[src/rtl/dsep_pkg.sv]
// Shared types, constants and calendar helpers for the date string to epoch seconds unit.
package dsep_pkg;

  // Character positions in "YYYYMMDD HH:MM:SS"
  localparam logic [4:0] POS_YEAR_END   = 5'd3;
  localparam logic [4:0] POS_MONTH_END  = 5'd5;
  localparam logic [4:0] POS_DAY_END    = 5'd7;
  localparam logic [4:0] POS_SEP_DATE   = 5'd8;
  localparam logic [4:0] POS_HOUR_END   = 5'd10;
  localparam logic [4:0] POS_SEP_HM     = 5'd11;
  localparam logic [4:0] POS_MINUTE_END = 5'd13;
  localparam logic [4:0] POS_SEP_MS     = 5'd14;
  localparam logic [4:0] POS_LAST_DIGIT = 5'd16;
  localparam logic [4:0] POS_SAT        = 5'd18;
  localparam logic [4:0] POS_SHORT_LAST = 5'd7;
  localparam logic [4:0] POS_LONG_LAST  = 5'd16;

  localparam logic [13:0] EPOCH_YEAR     = 14'd1970;
  localparam logic [11:0] LEAPS_TO_EPOCH = 12'd477;   // leap years in 1..1969
  localparam logic [21:0] DAYS_PER_YEAR  = 22'd365;
  localparam logic [38:0] SECS_PER_DAY   = 39'd86400;
  localparam logic [16:0] SECS_PER_HOUR  = 17'd3600;
  localparam logic [16:0] SECS_PER_MIN   = 17'd60;

  // floor(n / 100) = (n * RECIP100) >> RECIP100_SHIFT for every 14-bit n
  localparam logic [26:0] RECIP100       = 27'd5243;
  localparam int          RECIP100_SHIFT = 19;

  // n is a multiple of 25 iff (n * INV25) mod 2^14 <= INV25_LIM
  localparam logic [27:0] INV25     = 28'd7209;
  localparam logic [13:0] INV25_LIM = 14'd655;

  typedef struct packed {
    logic        len_ok;
    logic        bad;
    logic [13:0] year;
    logic [6:0]  month;
    logic [6:0]  day;
    logic [6:0]  hour;
    logic [6:0]  minute;
    logic [6:0]  second;
  } fields_t;

  function automatic logic [4:0] month_len(input logic [3:0] m);
    logic [4:0] r;
    case (m)
      4'd1, 4'd3, 4'd5, 4'd7, 4'd8, 4'd10, 4'd12: r = 5'd31;
      4'd4, 4'd6, 4'd9, 4'd11:                   r = 5'd30;
      4'd2:                                      r = 5'd28;
      default:                                   r = 5'd0;
    endcase
    return r;
  endfunction

  function automatic logic [8:0] days_before(input logic [3:0] m);
    logic [8:0] r;
    case (m)
      4'd1:    r = 9'd0;
      4'd2:    r = 9'd31;
      4'd3:    r = 9'd59;
      4'd4:    r = 9'd90;
      4'd5:    r = 9'd120;
      4'd6:    r = 9'd151;
      4'd7:    r = 9'd181;
      4'd8:    r = 9'd212;
      4'd9:    r = 9'd243;
      4'd10:   r = 9'd273;
      4'd11:   r = 9'd304;
      4'd12:   r = 9'd334;
      default: r = 9'd0;
    endcase
    return r;
  endfunction

  function automatic logic div25(input logic [13:0] n);
    logic [27:0] p;
    p = {14'd0, n} * INV25;
    return p[13:0] <= INV25_LIM;
  endfunction

endpackage

[src/rtl/dsep_calc.sv]
// Check and epoch conversion pipeline: field register, three compute stages, result register.
module dsep_calc (
  input  logic              clk,
  input  logic              rst_n,
  input  logic              fld_valid,
  output logic              fld_ready,
  input  dsep_pkg::fields_t fld,
  output logic              out_valid,
  input  logic              out_ready,
  output logic              out_valid_res,
  output logic [13:0]       out_year_out,
  output logic [3:0]        out_month_out,
  output logic [4:0]        out_day_out,
  output logic [4:0]        out_hour_out,
  output logic [5:0]        out_minute_out,
  output logic [5:0]        out_second_out,
  output logic [37:0]       out_epoch_seconds
);

  logic adv1, adv2, adv3, advo;
  logic v1_r, v2_r, v3_r, vo_r;

  // stage 1: parsed fields
  dsep_pkg::fields_t f1_r;

  // stage 2: checked fields and day pieces
  logic        ok2_r;
  logic [13:0] yr2_r;
  logic [3:0]  mo2_r;
  logic [4:0]  dy2_r, hr2_r;
  logic [5:0]  mi2_r, se2_r;
  logic [12:0] yoff2_r;
  logic [11:0] leaps2_r;
  logic [8:0]  doy2_r;

  // stage 3: day count and time of day
  logic        ok3_r;
  logic [13:0] yr3_r;
  logic [3:0]  mo3_r;
  logic [4:0]  dy3_r, hr3_r;
  logic [5:0]  mi3_r, se3_r;
  logic [21:0] days3_r;
  logic [16:0] hms3_r;

  // result register
  logic        oko_r;
  logic [13:0] yro_r;
  logic [3:0]  moo_r;
  logic [4:0]  dyo_r, hro_r;
  logic [5:0]  mio_r, seo_r;
  logic [37:0] epo_r;

  // stage 1 logic
  logic        leap, is25, feb_extra, ok1;
  logic [4:0]  mlen;
  logic [13:0] ym1;
  logic [26:0] q100_prod;
  logic [7:0]  q100;
  logic [11:0] leaps;
  logic [8:0]  doy;

  // stage 2 and 3 logic
  logic [21:0] days;
  logic [16:0] hms;
  logic [38:0] secs;

  assign advo      = !vo_r || out_ready;
  assign adv3      = !v3_r || advo;
  assign adv2      = !v2_r || adv3;
  assign adv1      = !v1_r || adv2;
  assign fld_ready = adv1;

  always_comb begin
    is25      = dsep_pkg::div25(f1_r.year);
    leap      = (f1_r.year[1:0] == 2'd0 && !is25) || (f1_r.year[3:0] == 4'd0 && is25);
    feb_extra = (f1_r.month == 7'd2) && leap;
    mlen      = dsep_pkg::month_len(f1_r.month[3:0]) + {4'd0, feb_extra};
    ok1 = f1_r.len_ok && !f1_r.bad && (f1_r.year >= dsep_pkg::EPOCH_YEAR) &&
          (f1_r.month >= 7'd1) && (f1_r.month <= 7'd12) &&
          (f1_r.day >= 7'd1) && (f1_r.day <= {2'd0, mlen}) &&
          (f1_r.hour <= 7'd23) && (f1_r.minute <= 7'd59) && (f1_r.second <= 7'd59);
    // leap years in 1..year-1 minus those before the epoch
    ym1       = f1_r.year - 14'd1;
    q100_prod = {13'd0, ym1} * dsep_pkg::RECIP100;
    q100      = q100_prod[dsep_pkg::RECIP100_SHIFT +: 8];
    leaps     = ym1[13:2] - {4'd0, q100} + {6'd0, q100[7:2]} - dsep_pkg::LEAPS_TO_EPOCH;
    doy       = dsep_pkg::days_before(f1_r.month[3:0]) +
                {8'd0, (f1_r.month > 7'd2) && leap} + {2'd0, f1_r.day} - 9'd1;
  end

  always_comb begin
    days = {9'd0, yoff2_r} * dsep_pkg::DAYS_PER_YEAR + {10'd0, leaps2_r} + {13'd0, doy2_r};
    hms  = {12'd0, hr2_r} * dsep_pkg::SECS_PER_HOUR + {11'd0, mi2_r} * dsep_pkg::SECS_PER_MIN +
           {11'd0, se2_r};
    secs = {17'd0, days3_r} * dsep_pkg::SECS_PER_DAY + {22'd0, hms3_r};
  end

  always_ff @(posedge clk) begin
    if (!rst_n) begin
      v1_r <= 1'b0;
      v2_r <= 1'b0;
      v3_r <= 1'b0;
      vo_r <= 1'b0;
    end else begin
      if (adv1) v1_r <= fld_valid;
      if (adv2) v2_r <= v1_r;
      if (adv3) v3_r <= v2_r;
      if (advo) vo_r <= v3_r;
    end
  end

  always_ff @(posedge clk) begin
    if (adv1) f1_r <= fld;
    if (adv2) begin
      // drop every field of an invalid word
      ok2_r    <= ok1;
      yr2_r    <= ok1 ? f1_r.year : 14'd0;
      mo2_r    <= ok1 ? f1_r.month[3:0] : 4'd0;
      dy2_r    <= ok1 ? f1_r.day[4:0] : 5'd0;
      hr2_r    <= ok1 ? f1_r.hour[4:0] : 5'd0;
      mi2_r    <= ok1 ? f1_r.minute[5:0] : 6'd0;
      se2_r    <= ok1 ? f1_r.second[5:0] : 6'd0;
      yoff2_r  <= 13'(f1_r.year - dsep_pkg::EPOCH_YEAR);
      leaps2_r <= leaps;
      doy2_r   <= doy;
    end
    if (adv3) begin
      ok3_r   <= ok2_r;
      yr3_r   <= yr2_r;
      mo3_r   <= mo2_r;
      dy3_r   <= dy2_r;
      hr3_r   <= hr2_r;
      mi3_r   <= mi2_r;
      se3_r   <= se2_r;
      days3_r <= days;
      hms3_r  <= hms;
    end
    if (advo) begin
      oko_r <= ok3_r;
      yro_r <= yr3_r;
      moo_r <= mo3_r;
      dyo_r <= dy3_r;
      hro_r <= hr3_r;
      mio_r <= mi3_r;
      seo_r <= se3_r;
      epo_r <= ok3_r ? secs[37:0] : 38'd0;
    end
  end

  assign out_valid         = vo_r;
  assign out_valid_res     = oko_r;
  assign out_year_out      = yro_r;
  assign out_month_out     = moo_r;
  assign out_day_out       = dyo_r;
  assign out_hour_out      = hro_r;
  assign out_minute_out    = mio_r;
  assign out_second_out    = seo_r;
  assign out_epoch_seconds = epo_r;

endmodule

[src/rtl/date_string_to_epoch_seconds_unit.sv]
// Top level: character scanner with digit accumulators, feeding the conversion pipeline.
//
//   channel | handshake           | payload
//   in_     | in_valid / in_ready  | in_char_in[7:0], in_is_last
//   out_    | out_valid / out_ready| out_valid_res, out_year_out .. out_epoch_seconds[37:0]
//
// One character is taken per cycle while in_ready is high; characters without the last
// marker give no word. After its last character is taken, a word passes through four
// registers (fields, checks, day count, result) on its way to the output.
// Synchronous active-low reset clears the scanner position, accumulators and valid bits.
// A stalled output holds the pipeline; in_ready drops only once every stage is full.
module date_string_to_epoch_seconds_unit (
  input  logic        clk,
  input  logic        rst_n,
  input  logic        in_valid,
  output logic        in_ready,
  input  logic [7:0]  in_char_in,
  input  logic        in_is_last,
  output logic        out_valid,
  input  logic        out_ready,
  output logic        out_valid_res,
  output logic [13:0] out_year_out,
  output logic [3:0]  out_month_out,
  output logic [4:0]  out_day_out,
  output logic [4:0]  out_hour_out,
  output logic [5:0]  out_minute_out,
  output logic [5:0]  out_second_out,
  output logic [37:0] out_epoch_seconds
);

  logic [4:0]  pos_r, pos_nxt, pos_upd;
  logic [13:0] year_r, year_nxt, year_upd;
  logic [6:0]  month_r, month_nxt, month_upd;
  logic [6:0]  day_r, day_nxt, day_upd;
  logic [6:0]  hour_r, hour_nxt, hour_upd;
  logic [6:0]  minute_r, minute_nxt, minute_upd;
  logic [6:0]  second_r, second_nxt, second_upd;
  logic        bad_r, bad_nxt, bad_upd;

  logic        accept, is_digit, digit_pos, fld_ready;
  logic [3:0]  dval;
  logic [17:0] year_mac;
  logic [10:0] month_mac, day_mac, hour_mac, minute_mac, second_mac;
  dsep_pkg::fields_t fld;

  assign accept = in_valid && in_ready;
  assign in_ready = fld_ready;

  always_comb begin
    is_digit  = (in_char_in >= 8'h30) && (in_char_in <= 8'h39);
    dval      = is_digit ? in_char_in[3:0] : 4'd0;
    digit_pos = (pos_r <= dsep_pkg::POS_LAST_DIGIT) && (pos_r != dsep_pkg::POS_SEP_DATE) &&
                (pos_r != dsep_pkg::POS_SEP_HM) && (pos_r != dsep_pkg::POS_SEP_MS);

    year_mac   = {4'd0, year_r} * 18'd10 + {14'd0, dval};
    month_mac  = {4'd0, month_r} * 11'd10 + {7'd0, dval};
    day_mac    = {4'd0, day_r} * 11'd10 + {7'd0, dval};
    hour_mac   = {4'd0, hour_r} * 11'd10 + {7'd0, dval};
    minute_mac = {4'd0, minute_r} * 11'd10 + {7'd0, dval};
    second_mac = {4'd0, second_r} * 11'd10 + {7'd0, dval};

    year_upd   = year_r;
    month_upd  = month_r;
    day_upd    = day_r;
    hour_upd   = hour_r;
    minute_upd = minute_r;
    second_upd = second_r;
    bad_upd    = bad_r;
    if (digit_pos) begin
      bad_upd = bad_r || !is_digit;
      if (pos_r <= dsep_pkg::POS_YEAR_END) begin
        year_upd = year_mac[13:0];
      end else if (pos_r <= dsep_pkg::POS_MONTH_END) begin
        month_upd = month_mac[6:0];
      end else if (pos_r <= dsep_pkg::POS_DAY_END) begin
        day_upd = day_mac[6:0];
      end else if (pos_r <= dsep_pkg::POS_HOUR_END) begin
        hour_upd = hour_mac[6:0];
      end else if (pos_r <= dsep_pkg::POS_MINUTE_END) begin
        minute_upd = minute_mac[6:0];
      end else begin
        second_upd = second_mac[6:0];
      end
    end
    pos_upd = (pos_r < dsep_pkg::POS_SAT) ? pos_r + 5'd1 : pos_r;

    fld.len_ok = (pos_r == dsep_pkg::POS_SHORT_LAST) || (pos_r == dsep_pkg::POS_LONG_LAST);
    fld.bad    = bad_upd;
    fld.year   = year_upd;
    fld.month  = month_upd;
    fld.day    = day_upd;
    fld.hour   = hour_upd;
    fld.minute = minute_upd;
    fld.second = second_upd;

    pos_nxt    = pos_r;
    year_nxt   = year_r;
    month_nxt  = month_r;
    day_nxt    = day_r;
    hour_nxt   = hour_r;
    minute_nxt = minute_r;
    second_nxt = second_r;
    bad_nxt    = bad_r;
    if (accept) begin
      if (in_is_last) begin
        // word complete: start a fresh string
        pos_nxt    = 5'd0;
        year_nxt   = 14'd0;
        month_nxt  = 7'd0;
        day_nxt    = 7'd0;
        hour_nxt   = 7'd0;
        minute_nxt = 7'd0;
        second_nxt = 7'd0;
        bad_nxt    = 1'b0;
      end else begin
        pos_nxt    = pos_upd;
        year_nxt   = year_upd;
        month_nxt  = month_upd;
        day_nxt    = day_upd;
        hour_nxt   = hour_upd;
        minute_nxt = minute_upd;
        second_nxt = second_upd;
        bad_nxt    = bad_upd;
      end
    end
  end

  always_ff @(posedge clk) begin
    if (!rst_n) begin
      pos_r    <= 5'd0;
      year_r   <= 14'd0;
      month_r  <= 7'd0;
      day_r    <= 7'd0;
      hour_r   <= 7'd0;
      minute_r <= 7'd0;
      second_r <= 7'd0;
      bad_r    <= 1'b0;
    end else begin
      pos_r    <= pos_nxt;
      year_r   <= year_nxt;
      month_r  <= month_nxt;
      day_r    <= day_nxt;
      hour_r   <= hour_nxt;
      minute_r <= minute_nxt;
      second_r <= second_nxt;
      bad_r    <= bad_nxt;
    end
  end

  dsep_calc u_calc (
    .clk               (clk),
    .rst_n             (rst_n),
    .fld_valid         (accept && in_is_last),
    .fld_ready         (fld_ready),
    .fld               (fld),
    .out_valid         (out_valid),
    .out_ready         (out_ready),
    .out_valid_res     (out_valid_res),
    .out_year_out      (out_year_out),
    .out_month_out     (out_month_out),
    .out_day_out       (out_day_out),
    .out_hour_out      (out_hour_out),
    .out_minute_out    (out_minute_out),
    .out_second_out    (out_second_out),
    .out_epoch_seconds (out_epoch_seconds)
  );

endmodule

[config.mk]
export PLATFORM = sky130hd
export DESIGN_NAME = date_string_to_epoch_seconds_unit
export DESIGN_NICKNAME = d
export VERILOG_FILES = /design/src/rtl/dsep_pkg.sv /design/src/rtl/dsep_calc.sv /design/src/rtl/date_string_to_epoch_seconds_unit.sv
export SDC_FILE = /design/constraint.sdc
export NUM_CORES = 1
export LEC_CHECK = 0
export ABC_AREA = 0
export BUFFER_PORTS_ARGS = -buffer_cell sky130_fd_sc_hd__buf_2
export CORE_AREA = 2 2 238 240
export CTS_CLUSTER_SIZE = 10
export DETAILED_ROUTE_END_ITERATION = 16
export DIE_AREA = 0 0 240 242
export HOLD_SLACK_MARGIN = 0.15
export PLACE_DENSITY = 0.71
export SLEW_MARGIN = 40
export SYNTH_ARGS = -nofsm -noshare
export SYNTH_HDL_FRONTEND = slang
export SYNTH_SLANG_ARGS = --single-unit
[constraint.sdc]
create_clock -name clk -period 13.3 [get_ports clk]
set_clock_uncertainty 0.15 [all_clocks]
set_input_delay 0.665 -clock clk [delete_from_list [all_inputs] [get_ports clk]]
set_output_delay 0.665 -clock clk [all_outputs]
set_load 0.05 [all_outputs]
* Word-level counts from Yosys, hierarchy flattened
Memories as Yosys holds them, arrays and structs flattened. A register that Yosys moved wholly into a read port is not among the register bits. Index checks and enable logic that the tools add are counted. Widths: inputs -> output; s select.
Storage, ports and cells: output and inout port bits 81, bits of input ports 13, bits in read-only memories 224, memories 2, word-level logic and storage cells 183, flip-flop bits (word level) 344
Memory list:
- (name not given) | words 16, bits a word 9, read ports 1, clocked after Yosys merged registers in 1, write ports 0, RTL line dsep_pkg.sv:57 | case (m)
- (name not given) | words 16, bits a word 5, read ports 1, clocked after Yosys merged registers in 1, write ports 0, RTL line dsep_pkg.sv:46 | case (m)
Cells by class: equal/unequal tests 6, mux-type cells 39, magnitude comparators 19, reduce and logical (&&, ||, !) cells 37, $mul 12, add/sub/neg operators 21
Operator list (number):
- $mux 7 | 29
- $mux 14 | 3
- $add 38x17->38 | 1
- $add 7x4->7 | 5
- $mul 7x3->6 const B | 5
- $mul 22x10->31 const B | 1
- $mul 14x13->27 const B | 1
- $add 22x12->22 | 1
- $add 22x9->22 | 1
- $mul 13x9->22 const B | 1
- $logic_and 1x1->1 | 19
- $add 17x12->17 | 1
- $add 17x6->17 | 1
- $ne 5x4->1 const B | 3
- $add 14x4->14 | 1
- $ge 14x11->1 const B | 1
- $ge 7x1->1 const B | 2
- $le 14x10->1 const B | 1
- $le 7x6->1 const B | 2
- $mul 14x13->14 const B | 1
- $mul 14x3->13 const B | 1
- $sub 14x1->14 const B | 1
- $mul 5x8->13 const B | 1
- $sub 13x11->13 const B | 1
- other kinds (32) | 50

* Depth between registers and ports, before layout
depth in word-level cells 12, depth in mapped cells 42, mapped depth without buffers 41

* Cells and area by module
Synthesis repeated with hierarchy kept, for this count alone.
Unflattened totals: cell total of the unflattened synthesis 2813, area, all modules 30302.8 um^2
Modules (own cells, without submodules):
- dsep_calc | seq. area each 8818.5 um^2, cells an instance 2260, instances 1, area each 25293.0 um^2
- date_string_to_epoch_seconds_unit | seq. area each 1101.1 um^2, cells an instance 553, instances 1, area each 5009.8 um^2

* Worst setup path before layout
OpenSTA, ideal clock, no wires.
kind register to register, start reg u_calc.f1_r[36] (netlist name), end reg u_calc.leaps2_r[11] (data pin), required time 12888 ps, data arrival time 9221 ps, setup slack 3667 ps, setup time 262 ps, path buffers 1, cell stages (with the launch flop) 42, clock period less this slack 9633 ps, cell sequence edfxtp_1 inv_1 ha_1 a21boi_0 nand2b_1 nor3b_1 nand2_1 or3_1 xnor2_1 inv_1 fa_1 inv_1 ha_1 fa_1 inv_1 fa_1 fa_1 inv_1 [6 not listed] clkbuf_1 a21o_1 xnor2_1 inv_1 ha_1 fa_1 inv_1 ha_1 a21o_1 a21oi_1 o21bai_1 a21oi_1 nor2b_1 o21a_1 o21ai_0 nand2b_1 a21oi_1 xor2_1
On the way: longest elaborated chain between the ends 5
Ends and longest elaborated chain:
- start: declaration | RTL line dsep_calc.sv:24 | dsep_pkg::fields_t f1_r;
- start signal: assignment | RTL line dsep_calc.sv:113 | if (adv1) f1_r <= fld;
- $sub 14x1->14 (*) | RTL line dsep_calc.sv:83 | ym1 = f1_r.year - 14'd1;
- $mul 14x13->27 | RTL line dsep_calc.sv:84 | q100_prod = {13'd0, ym1} * dsep_pkg::RECIP100;
- $sub 12x8->12 | RTL line dsep_calc.sv:86 | leaps = ym1[13:2] - {4'd0, q100} + {6'd0, q100[7:2]} - dsep_pkg::LEAPS_TO_EPOCH;
- $add 12x6->12 (*) | RTL line dsep_calc.sv:86
- $sub 12x9->12 (*) | RTL line dsep_calc.sv:86
- via u_calc.leaps[11] | RTL line dsep_calc.sv:59 | logic [11:0] leaps;
- end signal: assignment | RTL line dsep_calc.sv:124 | leaps2_r <= leaps;
- end: declaration | RTL line dsep_calc.sv:33 | logic [11:0] leaps2_r;
The timed path passes the listed nets; every way through them passes the cells marked *. A chain may end at the register's enable or synchronous reset.

* Final worst setup path
Same ends and word-level chain as after synthesis.

==> summary.json <==
{
  "layout.nets": 3615,
  "post_route_drc": 0,
  "synth-edff-count": 283,
  "floorplan.die_area_sq_um": 58080,
  "cap_violations": 0,
  "synthesis.nets": 3518,
  "max_slew.worst_pin.slew_ps": 863.9,
  "number_of_global_route_vias_before_repair": 20344,
  "path_max_fanout": 8,
  "timing.reg2reg.worst_path_depth": 40,
  "critPathRequiredTime_ps": 13460,
  "hold_start": "in_valid",
  "hold_bufs_at_cts": 0,
  "worst_slew_margin_rel_pct": 42.00,
  "design_area_sq_um": 32950,
  "r2r_setup_slk_ps": 2460,
  "global_route_total_usage_across_every_layer_pct": 21.16,
  "synth-warning-count": 0,
  "min_delay_path_depth": 3,
  "place_congestion": 0.9106,
  "nFillCells": 4597,
  "tritoncts": "built",
  "period_needed_ps": 10840,
  "yosys_register_bits": 354,
  "setup_viol": 0,
  "holdCritPathClass": "in -> reg",
  "synth.area.top_cells": "sky130_fd_sc_hd__edfxtp_1, sky130_fd_sc_hd__ha_1, sky130_fd_sc_hd__fa_1, sky130_fd_sc_hd__inv_1, sky130_fd_sc_hd__xnor2_1",
  "clk_path_buf_depth": 3,
  "crit_path_start_kind": "flop",
  "synth.yosys.seq_area_share_pct": 32.82,
  "design.core.area_sq_um": 55730,
  "fin_util_pct": 59.13,
  "crit-reg2reg-launch": "u_calc.f1_r[36]",
  "cts.repair_timing.setup_buffer_count": 0,
  "final.period_utilization_pct": 81.47,
  "clk_transition_reported_paths_ps": 70,
  "hold_viol": 0,
  "cp_data_arrival_time_ps": 11000,
  "worst_setup_ep_type": "flop",
  "dpl_cell_area_sq_um": 31560,
  "rsz0062_at_grt": "no",
  "critical_path.top_delay_family": "adder cells",
  "drt.antenna.violating_nets": 0,
  "synth_flop_cell": "sky130_fd_sc_hd__edfxtp_1",
  "layout_common_cells": "sky130_fd_sc_hd__inv_1, sky130_fd_sc_hd__ha_1, sky130_fd_sc_hd__edfxtp_1, sky130_fd_sc_hd__fa_1, sky130_fd_sc_hd__xnor2_1",
  "post_cts_resized": 0,
  "wl_per_cell_microns": 16.14,
  "drt_first_pass_iters": 5,
  "number_of_buffers_inserted_during_clock_tree_synthesis": 44,
  "worstSetupPathDepth": 40,
  "worst_path_most_repeated_cell": "sky130_fd_sc_hd__inv_1",
  "die_span_in_x_microns": 240,
  "final_layout_setup_total_negative_slack_ps": 0,
  "drt_iter0_markers": 943,
  "rr_endpoint": "u_calc.leaps2_r[11]",
  "hpwlAfterDp_microns": 46930,
  "fraction_of_registers_with_async_set_reset_pct": 0,
  "run_status": "finished, final reports clean",
  "io_buffer_count": 93,
  "antenna_found_initial": 0,
  "std_cell_rows": 87,
  "synth.largest_area_cell": "sky130_fd_sc_hd__edfxtp_1",
  "syn-cell-area_sq_um": 30230,
  "layout_commonest_cell": "sky130_fd_sc_hd__inv_1",
  "ios": 94,
  "vias": 19553,
  "clk-insertion-delay-late_ps": 590,
  "wire_length_of_the_first_global_routing_pass_microns": 99880,
  "floorplan_die_height_microns": 242,
  "clock.fmax_mhz": 92.29,
  "h-tree-depth": 2,
  "timing.critical_path.slowest_cell_delay_ps": 580,
  "antenna_cells": 0,
  "critPathBufInv": 7,
  "yosysTopAreaCellShare_pct": 28.11,
  "route.detailed.vias_per_inst": 5.276,
  "timing.hold.worst_endpoint": "u_calc.v1_r",
  "clock_sink_count": 354,
  "postSynthCellCount": 2819,
  "maxSlewViolCount": 0,
  "grt_max_degree": 79,
  "drive_above_1_share_pct": 7.966,
  "flow.area_growth_from_synthesis_pct": 9.020,
  "grt-ovfl-total": 0,
  "yosys.cell_types.count": 94,
  "worstSetupPathType": "reg -> reg",
  "cp_slowest_cell": "sky130_fd_sc_hd__fa_1",
  "start_util_pct": 54.23,
  "synthesis.area_per_instance_sq_um": 10.72,
  "root_buffer": "sky130_fd_sc_hd__clkbuf_16",
  "route.final.wire_length_microns": 59820
}
Yosys cell counts (8+ instances only):
| cell type | n |
|---|---|
| sky130_fd_sc_hd__a31oi_1 | 10 |
| sky130_fd_sc_hd__a211oi_1 | 9 |
| sky130_fd_sc_hd__nor2_1 | 103 |
| sky130_fd_sc_hd__nor3b_1 | 17 |
| sky130_fd_sc_hd__or2_2 | 8 |
| sky130_fd_sc_hd__nand2b_1 | 16 |
| sky130_fd_sc_hd__xnor2_1 | 164 |
| sky130_fd_sc_hd__xor2_1 | 47 |
| sky130_fd_sc_hd__nand3_1 | 32 |
| sky130_fd_sc_hd__nand4_1 | 10 |
| sky130_fd_sc_hd__o211ai_1 | 11 |
| sky130_fd_sc_hd__mux2_2 | 22 |
| sky130_fd_sc_hd__fa_1 | 207 |
| sky130_fd_sc_hd__a21oi_1 | 119 |
| sky130_fd_sc_hd__nand2_1 | 91 |
| sky130_fd_sc_hd__a21o_1 | 46 |
| sky130_fd_sc_hd__and3_1 | 13 |
| sky130_fd_sc_hd__o21bai_1 | 22 |
| sky130_fd_sc_hd__nor2b_1 | 67 |
| sky130_fd_sc_hd__a21boi_0 | 8 |
| sky130_fd_sc_hd__nor3_1 | 34 |
| sky130_fd_sc_hd__nor4_1 | 9 |
| sky130_fd_sc_hd__a22oi_1 | 46 |
| sky130_fd_sc_hd__inv_1 | 550 |
| sky130_fd_sc_hd__dfxtp_1 | 71 |
| sky130_fd_sc_hd__and2_1 | 64 |
| sky130_fd_sc_hd__ha_1 | 479 |
| sky130_fd_sc_hd__o21ai_0 | 66 |
| sky130_fd_sc_hd__edfxtp_1 | 283 |
| sky130_fd_sc_hd__o21a_1 | 14 |
| sky130_fd_sc_hd__or3_1 | 17 |
| sky130_fd_sc_hd__clkbuf_1 | 43 |
kinds of logic (layout without fill, tap and decap cells):
family	after synthesis	after routing	synth area share [%]
adders and majority gates	686	686	33.54
xor gates and xnor gates	212	212	6.205
AOI/OAI and AO/OA	421	421	9.517
DFF	354	354	32.82
and+or+nand+nor	514	514	9.264
buffers and inverters	603	734	7.567
muxes	29	29	1.093
worst max-delay path by stage:
stage | from | to | slack (ps)
global placement | u_calc.f1_r[36] | u_calc.leaps2_r[10] | 2980
finish | u_calc.f1_r[36] | u_calc.leaps2_r[11] | 2460
global route | u_calc.f1_r[36] | u_calc.leaps2_r[11] | 1810
detailed placement | u_calc.f1_r[36] | u_calc.leaps2_r[11] | 2560
CTS | u_calc.f1_r[36] | u_calc.leaps2_r[11] | 2500
floorplan | u_calc.f1_r[36] | u_calc.leaps2_r[11] | 3670
routing by layer:
metal	wire length, microns	global-route usage [%]	vias up	share of wire (%)
met4	1201	5.060	0	2.0
met1	27330	28.08	9453	46
li1	-	-	9723	-
met5	0	0	-	0
met2	29430	36.99	298	49
met3	1857	2.313	79	3.1
worst register-to-register path, delay by kind of cell, from the launching register on:
| family | cells | cell delay, ps |
|---|---|---|
| adder cells (fa/ha/maj) | 10 | 3980 |
| XOR/XNOR | 3 | 640 |
| AO/OA/AOI/OAI | 13 | 2930 |
| buffers and inverters | 7 | 770 |
| flip-flops | 1 | 530 |
| AND/OR/NAND/NOR | 7 | 1570 |
flip-flops by register name, summed over array words and instances (netlist names), 9 cells and up, named ones only:
register,flops
u_calc.hms3_r,17
u_calc.leaps2_r,12
u_calc.days3_r,22
u_calc.yr3_r,14
year_r,14
u_calc.yr2_r,14
u_calc.out_epoch_seconds,38
u_calc.f1_r,51
u_calc.doy2_r,9
u_calc.out_year_out,14
u_calc.yoff2_r,13
final cells by class:
cell class	count	area (sq um)	share of cell area, %
clock buffer	71	1232	3.740
clock inverter	9	152.6	0.4632
inverter	551	2069	6.280
multi-input combinational	1862	18080	54.87
sequential	354	9920	30.10
tap	756	945.9	2.870
timing repair buffer	103	551.8	1.674
per-stage QoR:
stage	worst slack, ps	instances	hold WS, ps
final	2464	3706	218.4
after global routing	1813	3706	238.6
after CTS	2499	3706	191.3
after detailed placement	2561	3626	254.5
after global placement	2983	3625	250.2
after floorplan	3667	2819	250.3
Power is not shown: default switching activity piles up to over one toggle a cycle in this logic, so the estimate is an artifact.
